[config.mk]
export PLATFORM = sky130hd
export DESIGN_NAME = vpw_pulse_frame_receiver_top
export DESIGN_NICKNAME = d
export VERILOG_FILES = /design/src/hdl/vpwr_pkg.sv /design/src/hdl/vpwr_cfg.sv /design/src/hdl/vpwr_classify.sv /design/src/hdl/vpwr_frame.sv /design/src/hdl/vpw_pulse_frame_receiver_top.sv
export VERILOG_INCLUDE_DIRS = /design/src /design/src/hdl
export SDC_FILE = /design/constraint.sdc
export NUM_CORES = 1
export LEC_CHECK = 0
export BUFFER_PORTS_ARGS = -buffer_cell sky130_fd_sc_hd__buf_2
export CAP_MARGIN = 20
export CORE_ASPECT_RATIO = 1.1
export CORE_MARGIN = 3
export CORE_UTILIZATION = 64
export CTS_BUF_LIST = sky130_fd_sc_hd__clkbuf_4 sky130_fd_sc_hd__clkbuf_8
export DETAILED_ROUTE_END_ITERATION = 6
export MAX_ROUTING_LAYER = met4
export PLACE_DENSITY = 0.83
export SLEW_MARGIN = 10
export SYNTH_ARGS = -nofsm -noshare
export SYNTH_HDL_FRONTEND = slang
export SYNTH_HIERARCHICAL = 1
export SYNTH_SLANG_ARGS = --single-unit
[constraint.sdc]
create_clock -name clk -period 10.25 [get_ports clk]
set_input_delay 1.025 -clock clk [delete_from_list [all_inputs] [get_ports clk]]
set_output_delay 1.025 -clock clk [all_outputs]
set_load 0.05 [all_outputs]
[src/hdl/vpw_pulse_frame_receiver_top_assert.svh]
// Assertion shorthands used by the receiver frame module.
// Both expect clk and arst_n in scope.
`ifndef VPW_PULSE_FRAME_RECEIVER_TOP_ASSERT_SVH
`define VPW_PULSE_FRAME_RECEIVER_TOP_ASSERT_SVH

// same-cycle implication
`define VPWR_ASSERT_NOW(lbl, ante, cons, msg) \
	lbl: assert property (@(posedge clk) disable iff (!arst_n) (ante) |-> (cons)) \
		else $error(msg);

// next-cycle implication
`define VPWR_ASSERT_NEXT(lbl, ante, cons, msg) \
	lbl: assert property (@(posedge clk) disable iff (!arst_n) (ante) |=> (cons)) \
		else $error(msg);

`endif

[src/hdl/vpwr_pkg.sv]
package vpwr_pkg;

	localparam int unsigned FRAME_BYTES  = 12;
	// CRC is forced to zero when more bytes than this precede the last one
	localparam int unsigned CRC_SPAN_MAX = 11;
	localparam logic [7:0]  CRC_POLY     = 8'h1D;
	localparam logic [7:0]  CRC_INIT     = 8'hFF;

	localparam logic [15:0] SOF_MIN_RST   = 16'd163;
	localparam logic [15:0] SOF_MAX_RST   = 16'd239;
	localparam logic [15:0] LONG_MIN_RST  = 16'd96;
	localparam logic [15:0] LONG_MAX_RST  = 16'd163;
	localparam logic [15:0] SHORT_MIN_RST = 16'd34;
	localparam logic [15:0] SHORT_MAX_RST = 16'd96;
	localparam logic [15:0] END_MIN_RST   = 16'd163;

	typedef enum logic [1:0] {
		KIND_BYTE  = 2'd0,
		KIND_EOF   = 2'd1,
		KIND_ABORT = 2'd2
	} kind_t;

	typedef enum logic [2:0] {
		REG_SOF_MIN   = 3'd0,
		REG_SOF_MAX   = 3'd1,
		REG_LONG_MIN  = 3'd2,
		REG_LONG_MAX  = 3'd3,
		REG_SHORT_MIN = 3'd4,
		REG_SHORT_MAX = 3'd5,
		REG_END_MIN   = 3'd6
	} reg_index_t;

	typedef struct packed {
		logic [15:0] sof_min;
		logic [15:0] sof_max;
		logic [15:0] long_min;
		logic [15:0] long_max;
		logic [15:0] short_min;
		logic [15:0] short_max;
		logic [15:0] end_min;
	} thr_t;

	typedef struct packed {
		logic sof;
		logic frame_end;
		logic bit_ok;
		logic bit_val;
	} pulse_cls_t;

	typedef struct packed {
		kind_t       kind;
		logic [7:0]  byte_value;
		logic [3:0]  byte_index;
		logic [4:0]  frame_length;
		logic        crc_ok;
		logic [31:0] frame_number;
	} result_t;

	// one byte through the CRC-8 register, MSB first
	function automatic logic [7:0] crc_fold(input logic [7:0] crc, input logic [7:0] data);
		logic [7:0] c;
		logic       fb;
		c = crc;
		for (int i = 7; i >= 0; i--) begin
			fb = c[7] ^ data[i];
			c  = {c[6:0], 1'b0};
			if (fb) begin
				c = c ^ CRC_POLY;
			end
		end
		return c;
	endfunction

endpackage

[src/hdl/vpwr_cfg.sv]
module vpwr_cfg (
	input  logic             clk,
	input  logic             arst_n,
	input  logic             cfg_wen,
	input  logic [2:0]       cfg_index,
	input  logic [15:0]      cfg_wdata,
	output vpwr_pkg::thr_t   thr
);
	import vpwr_pkg::*;

	thr_t thr_q;

	always_ff @(posedge clk or negedge arst_n) begin
		if (!arst_n) begin
			thr_q.sof_min   <= SOF_MIN_RST;
			thr_q.sof_max   <= SOF_MAX_RST;
			thr_q.long_min  <= LONG_MIN_RST;
			thr_q.long_max  <= LONG_MAX_RST;
			thr_q.short_min <= SHORT_MIN_RST;
			thr_q.short_max <= SHORT_MAX_RST;
			thr_q.end_min   <= END_MIN_RST;
		end else if (cfg_wen) begin
			case (cfg_index)
				REG_SOF_MIN:   thr_q.sof_min   <= cfg_wdata;
				REG_SOF_MAX:   thr_q.sof_max   <= cfg_wdata;
				REG_LONG_MIN:  thr_q.long_min  <= cfg_wdata;
				REG_LONG_MAX:  thr_q.long_max  <= cfg_wdata;
				REG_SHORT_MIN: thr_q.short_min <= cfg_wdata;
				REG_SHORT_MAX: thr_q.short_max <= cfg_wdata;
				REG_END_MIN:   thr_q.end_min   <= cfg_wdata;
				default: ;
			endcase
		end
	end

	assign thr = thr_q;

endmodule

[src/hdl/vpwr_classify.sv]
module vpwr_classify (
	input  logic                 expect_rise,
	input  logic [31:0]          edge_time,
	input  logic [31:0]          rise_time,
	input  logic [31:0]          fall_time,
	input  vpwr_pkg::thr_t       thr,
	output vpwr_pkg::pulse_cls_t cls
);
	import vpwr_pkg::*;

	logic [31:0] width;
	logic        stamp_ok;
	logic        in_sof;
	logic        in_long;
	logic        in_short;

	// rising edge ends a passive pulse, falling edge an active one
	assign width    = expect_rise ? (edge_time - fall_time) : (edge_time - rise_time);
	assign stamp_ok = rise_time <= edge_time;

	assign in_sof   = (width > {16'd0, thr.sof_min})   && (width <= {16'd0, thr.sof_max});
	assign in_long  = (width > {16'd0, thr.long_min})  && (width <= {16'd0, thr.long_max});
	assign in_short = (width > {16'd0, thr.short_min}) && (width <= {16'd0, thr.short_max});

	always_comb begin
		cls.sof       = !expect_rise && stamp_ok && in_sof;
		cls.frame_end = expect_rise && (width > {16'd0, thr.end_min});
		cls.bit_ok    = (expect_rise || stamp_ok) && (in_long || in_short);
		// passive long = 1, active long = 0; short is the opposite
		cls.bit_val   = in_long ? expect_rise : !expect_rise;
	end

endmodule

[src/hdl/vpwr_frame.sv]
`include "vpw_pulse_frame_receiver_top_assert.svh"

module vpwr_frame (
	input  logic              clk,
	input  logic              arst_n,
	input  logic              fire,
	input  logic [31:0]       edge_time,
	input  vpwr_pkg::thr_t    thr,
	output logic              emit,
	output vpwr_pkg::result_t res
);
	import vpwr_pkg::*;

	logic [31:0] rise_time_q, fall_time_q, sof_count_q;
	logic        expect_rise_q, in_frame_q;
	logic [2:0]  bit_index_q;
	logic [4:0]  byte_total_q;
	logic [7:0]  shift_byte_q, prior_byte_q, crc_q;

	logic [31:0] rise_time_d, fall_time_d, sof_count_d;
	logic        expect_rise_d, in_frame_d;
	logic [2:0]  bit_index_d;
	logic [4:0]  byte_total_d;
	logic [7:0]  shift_byte_d, prior_byte_d, crc_d;

	pulse_cls_t  cls;
	logic        do_shift;
	logic [7:0]  next_byte;
	logic [7:0]  crc_ref;

	vpwr_classify u_classify (
		.expect_rise (expect_rise_q),
		.edge_time   (edge_time),
		.rise_time   (rise_time_q),
		.fall_time   (fall_time_q),
		.thr         (thr),
		.cls         (cls)
	);

	assign next_byte = {shift_byte_q[6:0], cls.bit_val};
	assign crc_ref   = (byte_total_q > 5'(CRC_SPAN_MAX + 1)) ? 8'd0 : ~crc_q;

	always_comb begin
		rise_time_d   = rise_time_q;
		fall_time_d   = fall_time_q;
		sof_count_d   = sof_count_q;
		expect_rise_d = !expect_rise_q;
		in_frame_d    = in_frame_q;
		bit_index_d   = bit_index_q;
		byte_total_d  = byte_total_q;
		shift_byte_d  = shift_byte_q;
		prior_byte_d  = prior_byte_q;
		crc_d         = crc_q;
		do_shift      = 1'b0;
		emit          = 1'b0;
		res           = '0;
		res.kind      = KIND_BYTE;
		res.frame_number = sof_count_q;

		if (expect_rise_q) begin
			rise_time_d = edge_time;
			if (in_frame_q) begin
				if (cls.frame_end) begin
					in_frame_d       = 1'b0;
					emit             = 1'b1;
					res.kind         = KIND_EOF;
					res.frame_length = byte_total_q;
					res.crc_ok       = (byte_total_q > 5'd4) && (crc_ref == prior_byte_q);
				end else begin
					do_shift = cls.bit_ok;
				end
			end
		end else begin
			fall_time_d = edge_time;
			if (cls.sof) begin
				sof_count_d  = sof_count_q + 32'd1;
				in_frame_d   = 1'b1;
				bit_index_d  = '0;
				byte_total_d = '0;
				shift_byte_d = '0;
				prior_byte_d = '0;
				crc_d        = CRC_INIT;
			end else begin
				do_shift = in_frame_q && cls.bit_ok;
			end
		end

		if (do_shift) begin
			if (bit_index_q == 3'd7) begin
				if (byte_total_q >= 5'(FRAME_BYTES)) begin
					in_frame_d   = 1'b0;
					bit_index_d  = '0;
					byte_total_d = '0;
					shift_byte_d = '0;
					prior_byte_d = '0;
					crc_d        = CRC_INIT;
					emit         = 1'b1;
					res.kind     = KIND_ABORT;
				end else begin
					emit           = 1'b1;
					res.kind       = KIND_BYTE;
					res.byte_value = next_byte;
					res.byte_index = byte_total_q[3:0];
					if (byte_total_q != '0) begin
						crc_d = crc_fold(crc_q, prior_byte_q);
					end
					prior_byte_d = next_byte;
					byte_total_d = byte_total_q + 5'd1;
					bit_index_d  = '0;
					shift_byte_d = '0;
				end
			end else begin
				shift_byte_d = next_byte;
				bit_index_d  = bit_index_q + 3'd1;
			end
		end
	end

	always_ff @(posedge clk or negedge arst_n) begin
		if (!arst_n) begin
			rise_time_q   <= '0;
			fall_time_q   <= '0;
			sof_count_q   <= '0;
			expect_rise_q <= 1'b1;
			in_frame_q    <= 1'b0;
			bit_index_q   <= '0;
			byte_total_q  <= '0;
			shift_byte_q  <= '0;
			prior_byte_q  <= '0;
			crc_q         <= CRC_INIT;
		end else if (fire) begin
			rise_time_q   <= rise_time_d;
			fall_time_q   <= fall_time_d;
			sof_count_q   <= sof_count_d;
			expect_rise_q <= expect_rise_d;
			in_frame_q    <= in_frame_d;
			bit_index_q   <= bit_index_d;
			byte_total_q  <= byte_total_d;
			shift_byte_q  <= shift_byte_d;
			prior_byte_q  <= prior_byte_d;
			crc_q         <= crc_d;
		end
	end

	`VPWR_ASSERT_NOW(a_byte_cap, 1'b1, byte_total_q <= 5'(FRAME_BYTES), "byte count past capacity")
	`VPWR_ASSERT_NEXT(a_polarity, fire, expect_rise_q != $past(expect_rise_q), "edge polarity stuck")
	`VPWR_ASSERT_NEXT(a_close, fire && emit && (res.kind == KIND_EOF || res.kind == KIND_ABORT), !in_frame_q, "frame still open after end or abort")
	`VPWR_ASSERT_NEXT(a_sof_clear, fire && cls.sof, in_frame_q && (byte_total_q == '0) && (bit_index_q == '0), "start of frame left stale state")

endmodule

[src/hdl/vpw_pulse_frame_receiver_top.sv]
// J1850 VPW pulse receiver: each input beat is one bus edge timestamp (edges alternate,
// rising first after reset); the block classifies pulse widths and returns a beat per
// completed byte, per end of frame (length and CRC-8 check) and per overflow abort.
// One beat is taken every clock unless the result register is full and m_tready is
// low; the edge is held in the input register, the frame state is updated from it
// and a result is held in the result register. m_tready feeds s_tready
// combinationally. Write the thresholds only while no beat is in flight.
module vpw_pulse_frame_receiver_top (
	input  logic        clk,
	input  logic        arst_n,
	input  logic        s_tvalid,
	output logic        s_tready,
	input  logic [31:0] s_tdata,   // [31:0] edge_time
	output logic        m_tvalid,
	input  logic        m_tready,
	output logic [55:0] m_tdata,   // [7:0] byte_value, [11:8] byte_index,
	                               // [16:12] frame_length, [17] crc_ok,
	                               // [49:18] frame_number, rest zero
	output logic [1:0]  m_tuser,   // [1:0] result_kind
	input  logic        cfg_wen,
	input  logic [2:0]  cfg_index,
	input  logic [15:0] cfg_wdata
);
	import vpwr_pkg::*;

	thr_t        thr;
	logic        valid_s1, valid_s2;
	logic [31:0] edge_time_s1;
	result_t     result_s2;
	result_t     res;
	logic        emit;
	logic        out_free, fire;

	assign out_free = !valid_s2 || m_tready;
	assign fire     = valid_s1 && out_free;
	assign s_tready = !valid_s1 || fire;

	vpwr_cfg u_cfg (
		.clk       (clk),
		.arst_n    (arst_n),
		.cfg_wen   (cfg_wen),
		.cfg_index (cfg_index),
		.cfg_wdata (cfg_wdata),
		.thr       (thr)
	);

	vpwr_frame u_frame (
		.clk       (clk),
		.arst_n    (arst_n),
		.fire      (fire),
		.edge_time (edge_time_s1),
		.thr       (thr),
		.emit      (emit),
		.res       (res)
	);

	always_ff @(posedge clk or negedge arst_n) begin
		if (!arst_n) begin
			valid_s1 <= 1'b0;
			valid_s2 <= 1'b0;
		end else begin
			if (s_tready) begin
				valid_s1 <= s_tvalid;
			end
			if (out_free) begin
				valid_s2 <= fire && emit;
			end
		end
	end

	always_ff @(posedge clk) begin
		if (s_tvalid && s_tready) begin
			edge_time_s1 <= s_tdata;
		end
		if (fire && emit) begin
			result_s2 <= res;
		end
	end

	assign m_tvalid = valid_s2;
	assign m_tuser  = result_s2.kind;
	assign m_tdata  = {6'd0, result_s2.frame_number, result_s2.crc_ok,
		result_s2.frame_length, result_s2.byte_index, result_s2.byte_value};

endmodule
## Word level (Yosys, flattened, before mapping)

Index checks and enable logic that the tools add are counted.

- Bits in read-only memories: 0
- Memories: 0
- Flip-flop bits (word level): 327
- Bits in latches: 0
- Memory bits (writable): 0
- Logic and storage cells: 192
- Bits of input ports: 56

- Add/subtract/negate cells: 5
- Equal/unequal tests: 9
- Divide/modulo/power cells: 0
- Mux-type cells: 86
- Bitwise operators: 20
- Reduce and logical (&&, ||, !) cells: 35
- Multiply operators: 0
- Order comparisons: 11
- Shift-type cells: 0

Operators with widths:

| operator | count |
|---|---|
| $mux W8 | 40 |
| $gt A32 B16 Y1 | 4 |
| $le A32 B16 Y1 | 3 |
| $mux W5 | 13 |
| $sub A32 B32 Y32 | 2 |
| $add A32 B1 Y32 const B | 1 |
| $le A32 B32 Y1 | 1 |
| $mux W32 | 1 |
| $not A4 Y4 | 8 |
| $mux W14 | 2 |
| $mux W7 | 4 |
| $mux W1 | 18 |
| $reduce_and A2 Y1 | 9 |
| $eq A3 B3 Y1 const B | 4 |
| $logic_and A1 B1 Y1 | 12 |
| $mux W12 | 1 |
| $mux W3 | 4 |
| $reduce_and A3 Y1 | 3 |
| $eq A8 B8 Y1 | 1 |
| $not A8 Y8 | 1 |
| $xor A1 B1 Y1 | 8 |
| $eq A3 B2 Y1 const B | 2 |
| $mux W2 | 3 |
| $add A5 B1 Y5 const B | 1 |
| 13 further kinds | 20 |

## Longest topological paths before layout

Gate-level depths: netlist (run 1).

- Depth after elaboration: 52
- Depth in mapped cells: 30
- Depth with buffers taken out: 28

## By module

Netlist (run 1), hierarchy kept.

Modules (own cells, without submodules):

| module | seq. area each (µm²) | area an instance (µm²) | instances | cells each |
|---|---|---|---|---|
| vpwr_classify | 0.0 | 7014.2 | 1 | 1026 |
| vpwr_frame | 3239.4 | 5674.2 | 1 | 441 |
| vpwr_cfg | 2834.0 | 4335.4 | 1 | 245 |
| vpw_pulse_frame_receiver_top | 2572.5 | 2682.6 | 1 | 101 |

## Least setup slack after synthesis (run 1)

OpenSTA, ideal clock, no wires.

- Path type: register to register
- Start: reg edge_time_s1[2]
- End: reg result_s2 (netlist bit m_tdata[0]), enable pin
- Slack: 2934 ps
- Data required time: 9782 ps
- Arrival time: 6848 ps
- Stages on the path, launching flop included: 28
- Path through: edfxtp_1 ha_1 nor2b_1 o2111ai_1 nand2_1 and3_1 o21ai_0 nand2b_1 a21oi_1 xnor2_1 nand2_1 o21ai_0 ha_1 a21o_1 a21oi_1 o21ai_0 a21o_1 a221oi_1 a31oi_1 nor2_1 nor2_1 a2111oi_2 and2_1 nand4_1 clkbuf_1 nand2b_1 nand2_1 nor2b_1

RTL lines:

| element | RTL line | text |
|---|---|---|
| start: declaration | vpw_pulse_frame_receiver_top.sv:28 | `logic [31:0] edge_time_s1;` |
| start signal: assignment | vpw_pulse_frame_receiver_top.sv:73 | `edge_time_s1 <= s_tdata;` |
| end signal: assignment | vpw_pulse_frame_receiver_top.sv:76 | `result_s2 <= res;` |
| end: declaration | vpw_pulse_frame_receiver_top.sv:29 | `result_t result_s2;` |

==> summary.log, run 1 <==
INFO  synthesis      synth_most_common_cell=dfrtp_1
INFO  cts            cts_setup_buffers=0
INFO  setup_path     worst_reg_to_reg_cells=26
INFO  power          leakage=10.2nW
INFO  detailed_routing number_of_design_rule_violations_left_by_the_first_detailed_router_iteration=1038
INFO  sta            setup_viol=0
INFO  cts            clock_insertion_delay_worst_skew=0.60ns
INFO  floorplanning  dieWidth=173um
INFO  grt            grt_overflow=0
INFO  setup_path     crit_path_largest_cell_delay=0.74ns
INFO  setup_path     crit_path_frequent_cell=a21oi_1
INFO  cts            numClockSinks=327
INFO  cts            cts.path.max_buffers=3
INFO  synthesis      yosys_most_used_dff=dfrtp_1
INFO  setup_path     crit-reg2reg-launch=edge_time_s1[4]
INFO  setup_path     worst_path_max_delay_cell=a21oi_1
INFO  sta            timing_hold_violations_final=0
INFO  setup_path     worstSetupStartpointType=flip-flop
INFO  synthesis      synth_top_cells_by_area=dfrtp_1 27%, edfxtp_1 13%, ha_1 11%
INFO  synthesis      synth.lib_cells_used.distinct=93
INFO  detailed_routing drc=0
INFO  grt            grt_first_pass_wirelength=74000um
INFO  synthesis      yosys_warnings=6
INFO  floorplanning  die_y=190um
INFO  sta            tightestPinTransition=1.02ns
INFO  finish         num_antenna_cells=0
INFO  floorplanning  initial_core_util=65.7%
INFO  synthesis      postSynth.asyncResetShare=74.3%
INFO  cts            cts-buffers-inserted=51
INFO  placed_design  io_buffer_count=109
INFO  sta            fin_tns_setup=0ns
INFO  synthesis      synthesis.area=19700um^2
INFO  cts            ctsHoldBuffers=0
INFO  job            cap_viol_max_count=0
INFO  setup_path     arrival=6.95ns
INFO  placed_design  detailed_placement_hpwl=33800um
INFO  synthesis      synth_top_area_share=26.5%
INFO  detailed_routing wl_per_cell=19.3um
INFO  sta            max_slew_margin=32.1%
INFO  power          finalPower=7.02mW
INFO  synthesis      netlist_instances=1813
INFO  grt            antenna_found_initial=0
INFO  sta            final_min_period_over_clock_period=65.6%
INFO  setup_path     setup.worst_path.end_class=flip-flop
INFO  finish         filler_cell_count=2225
INFO  power          power.density_cell_area=323nW/um^2
INFO  detailed_routing number_of_iterations_in_the_first_detailed_routing_pass=5
INFO  cts            clkTransAtPathRegs=0.06ns
INFO  placed_design  place_congestion=0.957
INFO  floorplanning  pin_count=116
INFO  setup_path     worst_r2r_endpoint=m_tdata[4]
INFO  floorplanning  placement_rows=66
INFO  grt            grt_start_max_net_pins=101
INFO  hold_path      worst_min_delay_path_class=reg -> reg
INFO  setup_path     timing_worst_setup_path_type=reg -> reg
INFO  detailed_routing vias_per_cell=6.03
INFO  synthesis      synth.ff_latch_count=327
INFO  detailed_routing wl=45900um
INFO  grt            first_global_vias=14300
INFO  synthesis      synthesis.area_per_instance=10.9um^2
INFO  hold_path      worstHoldPathCells=1
INFO  floorplanning  dieArea=32900um^2
INFO  finish         areaGrowthSynthToFinish=10.4%
INFO  setup_path     path_delay_family=compound AO/OA/AOI/OAI gates
INFO  setup_path     required=10.48ns
INFO  sta            period_needed=6.73ns
INFO  hold_path      hold-path-endpoint=u_frame/sof_count_q[31]
INFO  grt            grt_usage=28.5%
INFO  finish         finish.net_count=2170
INFO  cts            cts_root_buf=clkbuf_8
INFO  synthesis      post_synth_edffs=84
INFO  hold_path      hold_path.startpoint=u_frame/sof_count_q[31]
INFO  synthesis      synth.top_cells.by_count=209 x dfrtp_1, 184 x inv_1, 180 x ha_1
INFO  floorplanning  core_area=30000um^2
INFO  sta            maximum_clock_frequency=0.149GHz
INFO  setup_path     crit_buf_inv=1
INFO  cts            post_cts_resized=0
INFO  outcome        status=finished clean
INFO  cts            tritoncts=done
INFO  setup_path     timing.reg2reg.setup_slack=3.52ns
INFO  sta            fin_worst_skew=0.0305ns
INFO  detailed_routing drt.antenna.violating_nets=0
INFO  synthesis      most_area_hungry_cell_type_in_the_yosys_netlist=dfrtp_1
INFO  sta            final-max-slew-violation-count=0
INFO  detailed_routing vias=14400
INFO  power          peakVddDrop=194uV
INFO  sta            grt_setup_unrepaired=no
INFO  synthesis      synth_seq_area_share=43.9%
INFO  cts            cts_htree_levels=2
INFO  setup_path     critical_path.max_fanout=52
INFO  finish         drive_above_1_share=23.7%
[state kept, by name (all words and copies together), names as in the netlist]
register               cells
m_tdata                   50
u_frame/byte_total_q       5
u_frame/shift_byte_q       7
edge_time_s1              32
m_tvalid                   1
u_frame/crc_q              8
u_frame/sof_count_q       32
u_frame/in_frame_q         1
u_frame/rise_time_q       32
u_frame/expect_rise_q      1
m_tuser                    2
u_cfg/thr                112
u_frame/fall_time_q       32
valid_s1                   1
u_frame/bit_index_q        3
u_frame/prior_byte_q       8
[layout make-up]
type                       instances  area (um^2)  share of cell area [%]
timing repair buffer             126          683                    3.14
tap                              408          510                    2.35
clock buffer                      81          971                    4.46
clock inverter                    15          124                   0.570
multi-input combinational       1242        10100                    46.5
inverter                         184          691                    3.18
sequential                       327         8650                    39.8
[worst max-delay path by stage]
stage	from	to	slack (ns)	depth (start not counted)
2_1_floorplan	edge_time_s1[2]	m_tdata[0]	2.93	27
3_3_place_gp	edge_time_s1[4]	m_tdata[33]	3.73	26
3_5_place_dp	edge_time_s1[4]	m_tdata[45]	3.58	26
4_1_cts	edge_time_s1[4]	m_tdata[24]	3.56	26
5_1_grt	edge_time_s1[0]	m_tdata[45]	2.97	26
6_report	edge_time_s1[4]	m_tdata[4]	3.52	26
[logic make-up after synthesis]
family / share of synthesized area (%)
xor gates and xnor gates: 4.90
adders and majority gates: 11.6
other: 0.0190
DFF: 43.9
and+or+nand+nor: 10.7
buffers and inverters: 5.16
muxes: 10.8
AOI/OAI and AO/OA: 12.9
[report_power, final]
group	internal (mW)	switching, mW
sequential	1.63	0.143
clock	0.652	0.505
combinational	1.68	2.40
[placed cells by master (no fill, tap or decap), types with 9 or more instances in the layout]
master / instances
dfrtp_1: 209
inv_1: 184
ha_1: 180
mux2_2: 169
buf_2: 108
nand2_1: 96
a21oi_1: 91
edfxtp_1: 84
xnor2_1: 71
nor2_1: 63
o21ai_0: 61
clkbuf_8: 58
a21o_1: 53
nand4_1: 43
nand3_1: 37
dfstp_2: 34
xor2_1: 34
and2_1: 27
o21a_1: 24
clkbuf_4: 23
nor2b_1: 18
a22o_1: 18
buf_4: 17
nor3_1: 17
nand2b_1: 16
a31oi_1: 15
a211oi_1: 13
o211ai_1: 12
and3_1: 11
mux2_4: 10
or3_1: 9
[through the flow]
step / cell area [um^2] / setup WS [ns] / utilization (%) / std cells / hold slack [ns]
after floorplan: 19700 / 2.93 / - / 1818 / 0.425
final: 21700 / 3.52 / 72.6 / 2383 / 0.475
after global routing: 21700 / 2.97 / 72.6 / 2383 / 0.478
after detailed placement: 20700 / 3.58 / 68.9 / 2287 / 0.463
after global placement: 20600 / 3.73 / 68.9 / 2286 / 0.449
after CTS: 21700 / 3.56 / 72.6 / 2383 / 0.472
[layer usage]
metal | share of wire [%] | global-route usage [%] | up-vias
met4 | 2.8 | 9.08 | 0
met5 | 0 | - | -
met2 | 48 | 47.3 | 464
li1 | - | - | 6797
met3 | 5.0 | 3.73 | 86
met1 | 44 | 36.9 | 7022
Power figures use the tool's default switching activity.
==> run 2, diff against run 1 <==
--- a/config.mk
+++ b/config.mk
@@ -10,11 +10,11 @@
 export CAP_MARGIN = 20
 export CORE_ASPECT_RATIO = 1.1
 export CORE_MARGIN = 3
-export CORE_UTILIZATION = 64
+export CORE_UTILIZATION = 58
 export CTS_BUF_LIST = sky130_fd_sc_hd__clkbuf_4 sky130_fd_sc_hd__clkbuf_8
 export DETAILED_ROUTE_END_ITERATION = 6
 export MAX_ROUTING_LAYER = met4
-export PLACE_DENSITY = 0.83
+export PLACE_DENSITY = 0.8
 export SLEW_MARGIN = 10
 export SYNTH_ARGS = -nofsm -noshare
 export SYNTH_HDL_FRONTEND = slang
==> constraint.sdc (replaced) <==
create_clock -name clk -period 5.4 [get_ports clk]
set_input_delay 0.54 -clock clk [delete_from_list [all_inputs] [get_ports clk]]
set_output_delay 0.54 -clock clk [all_outputs]
set_load 0.05 [all_outputs]
==> run 2 against run 1 <==
- the flow now finishes with violations (setup timing)
- hold slack lost 0.38 ns
- die area up 10%
- clock skew rose by 0.0097 ns
- critical path depth rose by 1
- flip-flop and latch count did not move
- utilization shrank 2.7 points
- first-iteration DRC count fell by 2.1%
- critical endpoint is now u_frame/sof_count_q[31]
- largest cell class unchanged
==> summary.log, run 2 (synthesis results as in run 1) <==
INFO  outcome        status=complete, but fails checks
INFO  outcome        failed_checks=setup timing
INFO  sta            grt_setup_unrepaired=yes
INFO  finish         areaGrowthSynthToFinish=18.3%
INFO  floorplanning  dieArea=36200um^2 [+10%]
INFO  detailed_routing drc=0 [unchanged]
INFO  grt            global_route.peak_usage_layer=met2
INFO  floorplanning  placement_rows=70 [+6.1%]
INFO  power          combPwrFrac=60.7% [+2.5 points]
INFO  detailed_routing number_of_design_rule_violations_left_by_the_first_detailed_router_iteration=1016 [-2.1%]
INFO  power          leakage=10.9nW [+7.2%]
INFO  finish         mostFrequentLayoutCells=209 x dfrtp_1, 182 x inv_1, 169 x mux2_2, 166 x ha_1, 108 x buf_2
INFO  floorplanning  pin_count=116 [unchanged]
INFO  setup_path     arrival=5.95ns [-1.00 ns]
INFO  sta            hold-worst-slack=0.0971ns [-0.378 ns]
INFO  setup_path     worst_r2r_endpoint=u_frame/sof_count_q[31]
INFO  placed_design  io_buffer_count=109 [unchanged]
INFO  sta            period_needed=5.45ns [-1.27 ns]
INFO  sta            max_slew_margin=38.6% [+6.5 points]
INFO  setup_path     required=5.90ns [-4.58 ns]
INFO  power          peakVddDrop=378uV [+95%]
INFO  cts            clock_insertion_delay_worst_skew=0.63ns [+0.03 ns]
INFO  cts            clkTransAtPathRegs=0.07ns [about the same]
INFO  detailed_routing number_of_iterations_in_the_first_detailed_routing_pass=5 [unchanged]
INFO  detailed_routing drt.antenna.violating_nets=0 [unchanged]
INFO  detailed_routing vias_per_cell=5.92 [-1.8%]
INFO  placed_design  dpl_worst_slack=-0.152ns [-3.73 ns]
INFO  setup_path     critical_path.max_fanout=5 [-90%]
INFO  cts            cts_htree_levels=2 [unchanged]
INFO  job            cap_viol_max_count=0 [unchanged]
INFO  power          netSwitchingPower=6.35mW [+110%]
INFO  sta            timing_hold_violations_final=0 [unchanged]
INFO  floorplanning  die_y=199um [+4.9%]
INFO  setup_path     setup.worst_path.end_class=flip-flop
INFO  grt            first_global_vias=15000 [+5.2%]
INFO  finish         finish.net_count=2268 [+4.5%]
INFO  placed_design  detailed_placement_hpwl=35100um [+3.6%]
INFO  setup_path     timing.reg2reg.setup_slack=-0.05ns [-3.58 ns]
INFO  cts            cts.path.max_buffers=3 [unchanged]
INFO  sta            maximum_clock_frequency=0.183GHz [+23%]
INFO  finish         largest_reg_flops=112 [unchanged]
INFO  hold_path      hold_path.startpoint=s_tdata[28]
INFO  detailed_routing vias=14900 [+3.5%]
INFO  finish         most_common_cell_after_layout_fill_and_taps_aside=dfrtp_1
INFO  floorplanning  dieWidth=182um [+4.9%]
INFO  detailed_routing wl_per_cell=19.7um [+2.3%]
INFO  hold_path      hold-path-endpoint=edge_time_s1[28]
INFO  sta            fin_worst_skew=0.0402ns [+0.00969 ns]
INFO  grt            grt_usage=26.7% [-1.8 points]
INFO  power          p_sw_share=43.0% [-0.44 points]
INFO  sta            final.setup.worst_slack=-0.0521ns [-3.58 ns]
INFO  grt            grt_overflow=0 [unchanged]
INFO  finish         num_antenna_cells=0 [unchanged]
INFO  power          internal_power=8.42mW [+110%]
INFO  power          share_clk_of_total_power=16.3% [-0.2 points]
INFO  cts            numClockSinks=327 [unchanged]
INFO  hold_path      worstHoldPathCells=1 [unchanged]
INFO  setup_path     worst_reg_to_reg_cells=27 [+3.8%]
INFO  floorplanning  initial_core_util=59.1% [-6.7 points]
INFO  finish         stdcell_count=2510 [+5.3%]
INFO  sta            tightestPinTransition=0.921ns [-0.0976 ns]
INFO  cts            cts-buffers-inserted=56 [+9.8%]
INFO  grt            met1_usage=33.9% [-2.9 points]
INFO  sta            final-max-slew-violation-count=0 [unchanged]
INFO  placed_design  place.detailed.instances=2379 [+4.0%]
INFO  grt            grt_first_pass_wirelength=76400um [+3.3%]
INFO  grt            globalRouteMet2Util=44.6% [-2.7 points]
INFO  placed_design  place_congestion=0.985 [+2.9%]
INFO  setup_path     worstSetupStartpointType=flip-flop
INFO  power          power.density_cell_area=634nW/um^2 [+96%]
INFO  cts            tritoncts=done
INFO  floorplanning  core_area=33400um^2 [+11%]
INFO  finish         drive_above_1_share=31.6% [+7.9 points]
INFO  detailed_routing wl=49500um [+7.8%]
INFO  grt            met3_usage=3.70% [-0.037 points]
INFO  grt            grt_start_max_net_pins=157 [+55%]
INFO  cts            cts_root_buf=clkbuf_8
INFO  sta            final_min_period_over_clock_period=101% [+35 points]
INFO  setup_path     timing_worst_setup_path_type=reg -> reg
INFO  setup_path     crit-reg2reg-launch=edge_time_s1[1]
INFO  sta            setup_viol=14 [+14]
INFO  power          seq_power_share=23.0% [-2.3 points]
INFO  grt            antenna_found_initial=0 [unchanged]
INFO  hold_path      worst_min_delay_path_class=in -> reg
-- run 2: cell types whose count changed in the layout (fill, tap and decap cells not counted), moves of 8 or more --
cell	previous run	this run
buf_4	17	94
o21ai_0	61	46
ha_1	180	166
a21oi_1	91	78
a21oi_2	1	14
ha_4	0	13
nor2_1	63	51
buf_6	0	10
o21ai_1	2	10
-- run 2: worst max-delay path, cell delays in order (launching register included) --
cell      delay (ns)
edfxtp_1        0.51
ha_4            0.34
nand2b_4        0.06
a211o_1         0.30
and2_4          0.19
o21ai_4         0.14
a21oi_2         0.07
xnor2_1         0.23
nor2_1          0.10
a21oi_2         0.16
buf_6           0.14
ha_1            0.23
a21o_1          0.16
a21o_1          0.16
a21o_1          0.16
a21o_1          0.18
a21oi_2         0.14
nor2b_1         0.05
o21ai_1         0.12
o311a_1         0.19
o21ai_2         0.08
nor4_4          0.20
nand3b_1        0.20
or3_4           0.44
nor4_4          0.14
buf_4           0.16
nand4_1         0.25
xnor2_2         0.23
-- run 2: how the worst max path moves through the flow --
| stage | from | endpoint | slack (ns) |
|---|---|---|---|
| 2_1_floorplan | edge_time_s1[6] | m_tdata[0] | 0.003 |
| 3_3_place_gp | edge_time_s1[1] | m_tdata[4] | -0.04 |
| 3_5_place_dp | edge_time_s1[1] | m_tdata[38] | -0.15 |
| 4_1_cts | edge_time_s1[1] | m_tdata[30] | -0.02 |
| 5_1_grt | edge_time_s1[1] | u_frame/sof_count_q[31] | -0.35 |
| 6_report | edge_time_s1[1] | u_frame/sof_count_q[31] | -0.05 |
-- run 2: power groups by stage --
stage          combinational (mW)  sequential, mW  clock (mW)
5_1_grt                      9.83            3.46        2.57
2_1_floorplan                5.61            3.45           0
3_5_place_dp                 8.17            3.43           0
3_3_place_gp                 7.99            3.40           0
6_report                     8.97            3.39        2.41
4_1_cts                      8.34            3.39        2.44
-- run 2: routing by layer --
layer  part of all wire (%)  up-vias
met1                     42     7302
met3                    5.1      116
met5                      0        -
li1                       -     6984
met4                    3.0        0
met2                     50      464
-- run 2: through the flow --
step,TNS [ns],cell area [um^2],utilization [%],power [mW]
after detailed placement,-10.55,21400,64.0,11.6
final,-0.298,23300,69.8,14.8
after CTS,-0.232,22700,68.0,14.2
after global routing,-21.56,23300,69.8,15.9
after floorplan,0,19900,-,9.06
after global placement,-1.94,21400,64.0,11.4
-- run 2: what timing repair did --
action	4_1_cts	5_1_grt
endpoints found under the hold margin	87	0
gates cloned	1	3
hold buffers	1	0
pin swaps	12	41
endpoints found under the setup margin	105	121
setup buffers	6	15
resized for setup	11	103
-- run 2: final cells by class --
class	count	area, um^2
Fill cell	2434	10100
Clock inverter	24	205
Timing Repair Buffer	219	1500
Inverter	184	691
Sequential cell	327	8650
Tap cell	432	541
Multi-Input combinational cell	1242	10700
Clock buffer	82	1010
==> run 3, diff against run 2 <==
--- a/config.mk
+++ b/config.mk
@@ -13,7 +13,6 @@
 export CORE_UTILIZATION = 58
 export CTS_BUF_LIST = sky130_fd_sc_hd__clkbuf_4 sky130_fd_sc_hd__clkbuf_8
 export DETAILED_ROUTE_END_ITERATION = 6
-export MAX_ROUTING_LAYER = met4
 export PLACE_DENSITY = 0.8
 export SLEW_MARGIN = 10
 export SYNTH_ARGS = -nofsm -noshare
==> run 3 against run 2 <==
- fmax shrank 2.5%
- sequential share of layout area shrank 0.69 points
- count of clock-buffer cells in the layout shrank 10
- largest power group unchanged
- critical path depth grew 2
- clock power is essentially flat
- the run still ends with setup timing left
- via count grew 1.2%
==> summary.log, run 3 (synthesis results as in run 1) <==
INFO  setup_path     critical_path.max_fanout=8 [+3]
INFO  sta            maximum_clock_frequency=0.179GHz [-2.5%]
INFO  finish         areaGrowthSynthToFinish=20.5%
INFO  finish         mostFrequentLayoutCells=209 x dfrtp_1, 182 x inv_1, 167 x mux2_2, 165 x ha_1, 112 x buf_4
INFO  setup_path     required=5.71ns [-0.19 ns]
INFO  detailed_routing number_of_iterations_in_the_first_detailed_routing_pass=5 [unchanged]
INFO  cts            cts_root_buf=clkbuf_8
INFO  detailed_routing drt.antenna.violating_nets=0 [unchanged]
INFO  grt            grt_start_max_net_pins=124 [-21%]
INFO  job            cap_viol_max_count=0 [unchanged]
INFO  outcome        failed_checks=setup timing
INFO  detailed_routing drc=0 [unchanged]
INFO  power          leakage=11.1nW [+1.7%]
INFO  detailed_routing vias=15000 [+1.2%]
INFO  cts            cts_htree_levels=2 [unchanged]
INFO  cts            numClockSinks=327 [unchanged]
INFO  setup_path     worstSetupStartpointType=flip-flop
INFO  setup_path     timing_worst_setup_path_type=reg -> reg
INFO  finish         num_antenna_cells=0 [unchanged]
INFO  setup_path     worst_path_max_delay_cell=edfxtp_1
INFO  sta            tightestPinTransition=0.927ns [+0.00605 ns]
INFO  power          peakVddDrop=358uV [-5.1%]
INFO  finish         most_common_cell_after_layout_fill_and_taps_aside=dfrtp_1
INFO  floorplanning  placement_rows=70 [unchanged]
INFO  sta            final-max-slew-violation-count=0 [unchanged]
INFO  hold_path      worst_min_delay_path_class=in -> async
INFO  floorplanning  core_area=33400um^2 [unchanged]
INFO  finish         finish.net_count=2295 [+1.2%]
INFO  sta            max_slew_margin=38.2% [-0.40 points]
INFO  grt            grt_overflow=0 [unchanged]
INFO  sta            grt_setup_unrepaired=yes
INFO  floorplanning  initial_core_util=59.1% [unchanged]
INFO  floorplanning  dieArea=36200um^2 [unchanged]
INFO  power          power.density_cell_area=634nW/um^2 [about the same]
INFO  detailed_routing vias_per_cell=5.94 [+0.28%]
INFO  grt            grt_first_pass_wirelength=77200um [+1.1%]
INFO  placed_design  io_buffer_count=109 [unchanged]
INFO  placed_design  place.detailed.instances=2397 [+0.76%]
INFO  cts            tritoncts=done
INFO  finish         drive_above_1_share=33.9% [+2.2 points]
INFO  setup_path     crit_path_largest_cell_delay=0.52ns [about the same]
INFO  sta            setup_viol=83 [+69]
INFO  finish         stdcell_count=2532 [+0.88%]
INFO  sta            fin_tns_setup=-9.85ns [-9.55 ns]
INFO  setup_path     setup.worst_path.end_class=flip-flop
INFO  sta            period_needed=5.59ns [+0.141 ns]
INFO  grt            grt_usage=26.3% [-0.44 points]
INFO  cts            cts.path.max_buffers=3 [unchanged]
INFO  detailed_routing number_of_design_rule_violations_left_by_the_first_detailed_router_iteration=1015 [-0.098%]
INFO  detailed_routing wl_per_cell=19.9um [+0.95%]
INFO  floorplanning  die_y=199um [unchanged]
INFO  grt            first_global_vias=14900 [-0.47%]
INFO  floorplanning  dieWidth=182um [unchanged]
INFO  setup_path     crit-reg2reg-launch=edge_time_s1[1]
INFO  cts            clock_insertion_delay_worst_skew=0.61ns [-0.02 ns]
INFO  detailed_routing wl=50400um [+1.8%]
INFO  floorplanning  pin_count=116 [unchanged]
INFO  sta            timing_hold_violations_final=0 [unchanged]
INFO  placed_design  place_congestion=0.972 [-1.3%]
INFO  cts            cts-buffers-inserted=53 [-5.4%]
INFO  sta            fin_worst_skew=0.0301ns [-0.0101 ns]
INFO  sta            final_min_period_over_clock_period=104% [+2.6 points]
INFO  grt            antenna_found_initial=0 [unchanged]
INFO  outcome        status=complete, but fails checks
INFO  cts            clkTransAtPathRegs=0.06ns [about the same]
INFO  setup_path     arrival=5.90ns [-0.05 ns]
INFO  finish         largest_reg_flops=112 [unchanged]
INFO  placed_design  detailed_placement_hpwl=35300um [+0.65%]
INFO  sta            final.setup.worst_slack=-0.193ns [-0.141 ns]
INFO  setup_path     crit_path_start=edge_time_s1[1]
run 3: cell types whose count changed in the layout (fill, tap and decap cells not counted), moves of 6 or more:
| cell | before | now |
|---|---|---|
| a2bb2oi_1 | 6 | 0 |
| a2bb2oi_2 | 0 | 6 |
| and2_1 | 24 | 15 |
| and2_4 | 4 | 13 |
| buf_4 | 94 | 112 |
| buf_6 | 10 | 16 |
| clkbuf_4 | 19 | 9 |
run 3: report_power, final:
part	total (mW)	internal [mW]	switching [mW]
clock network	2.40	1.37	1.03
registers	3.40	3.10	0.297
logic	9.25	4.16	5.09
total	15.0	8.63	6.41
run 3: per-layer routing:
metal  vias to the layer above  part of all wire, %  GRT usage (%)
li1                       7034                    -              -
met1                      7400                   43           34.8
met2                       475                   49           45.6
met3                       130                  4.8           3.33
met4                         0                  3.4           8.01
met5                         -                    0              0
run 3: final timing paths:
| check | to | slack [ns] | depth (start not counted) |
|---|---|---|---|
| setup / recovery | m_tdata[19] | -0.19 | 29 |
| hold / removal | u_frame/shift_byte_q[4] | 0.05 | 1 |
| setup reg to reg | m_tdata[19] | -0.19 | 29 |
| hold reg to reg | m_tdata[36] | 0.47 | 0 |
| max in group asynchronous | u_frame/fall_time_q[5] | 4.15 | 2 |
| min in group clk | edge_time_s1[1] | 0.11 | 1 |
run 3: final cells by class:
class                           count  area [um^2]
Tap cell                          432          541
Multi-Input combinational cell   1243        10900
Inverter                          184          693
Fill cell                        2344         9630
Sequential cell                   327         8650
Clock buffer                       72          935
Clock inverter                     26          258
Timing Repair Buffer              248         1790
run 3: stage by stage:
step	util [%]	area, um^2	hold WS [ns]	setup WS (ns)	power (mW)
4_1_cts	68.3	22800	0.0717	0.00147	14.3
5_1_grt	71.2	23700	0.0877	-0.429	16.1
3_5_place_dp	64.4	21500	0.459	-0.231	11.8
6_report	71.2	23700	0.0517	-0.193	15.0
2_1_floorplan	-	19900	0.244	0.00288	9.06
3_3_place_gp	64.4	21500	0.433	-0.101	11.5
run 3: repair_timing:
action | in CTS | in global routing
cloned | 1 | 6
setup buffers | 6 | 28
hold buffers | 0 | 0
pin swaps | 10 | 78
gates resized for setup | 15 | 141
endpoints found under the setup margin | 110 | 118
run 3: worst max-delay path: cells and delay by family (launching register included):
family | cells | cell delay (ns)
buffers and inverters | 6 | 0.96
flip-flops | 1 | 0.52
AND/OR/NAND/NOR | 13 | 1.49
adder cells (fa/ha/maj) | 2 | 0.59
XOR/XNOR | 1 | 0.10
AO/OA/AOI/OAI | 7 | 1.62
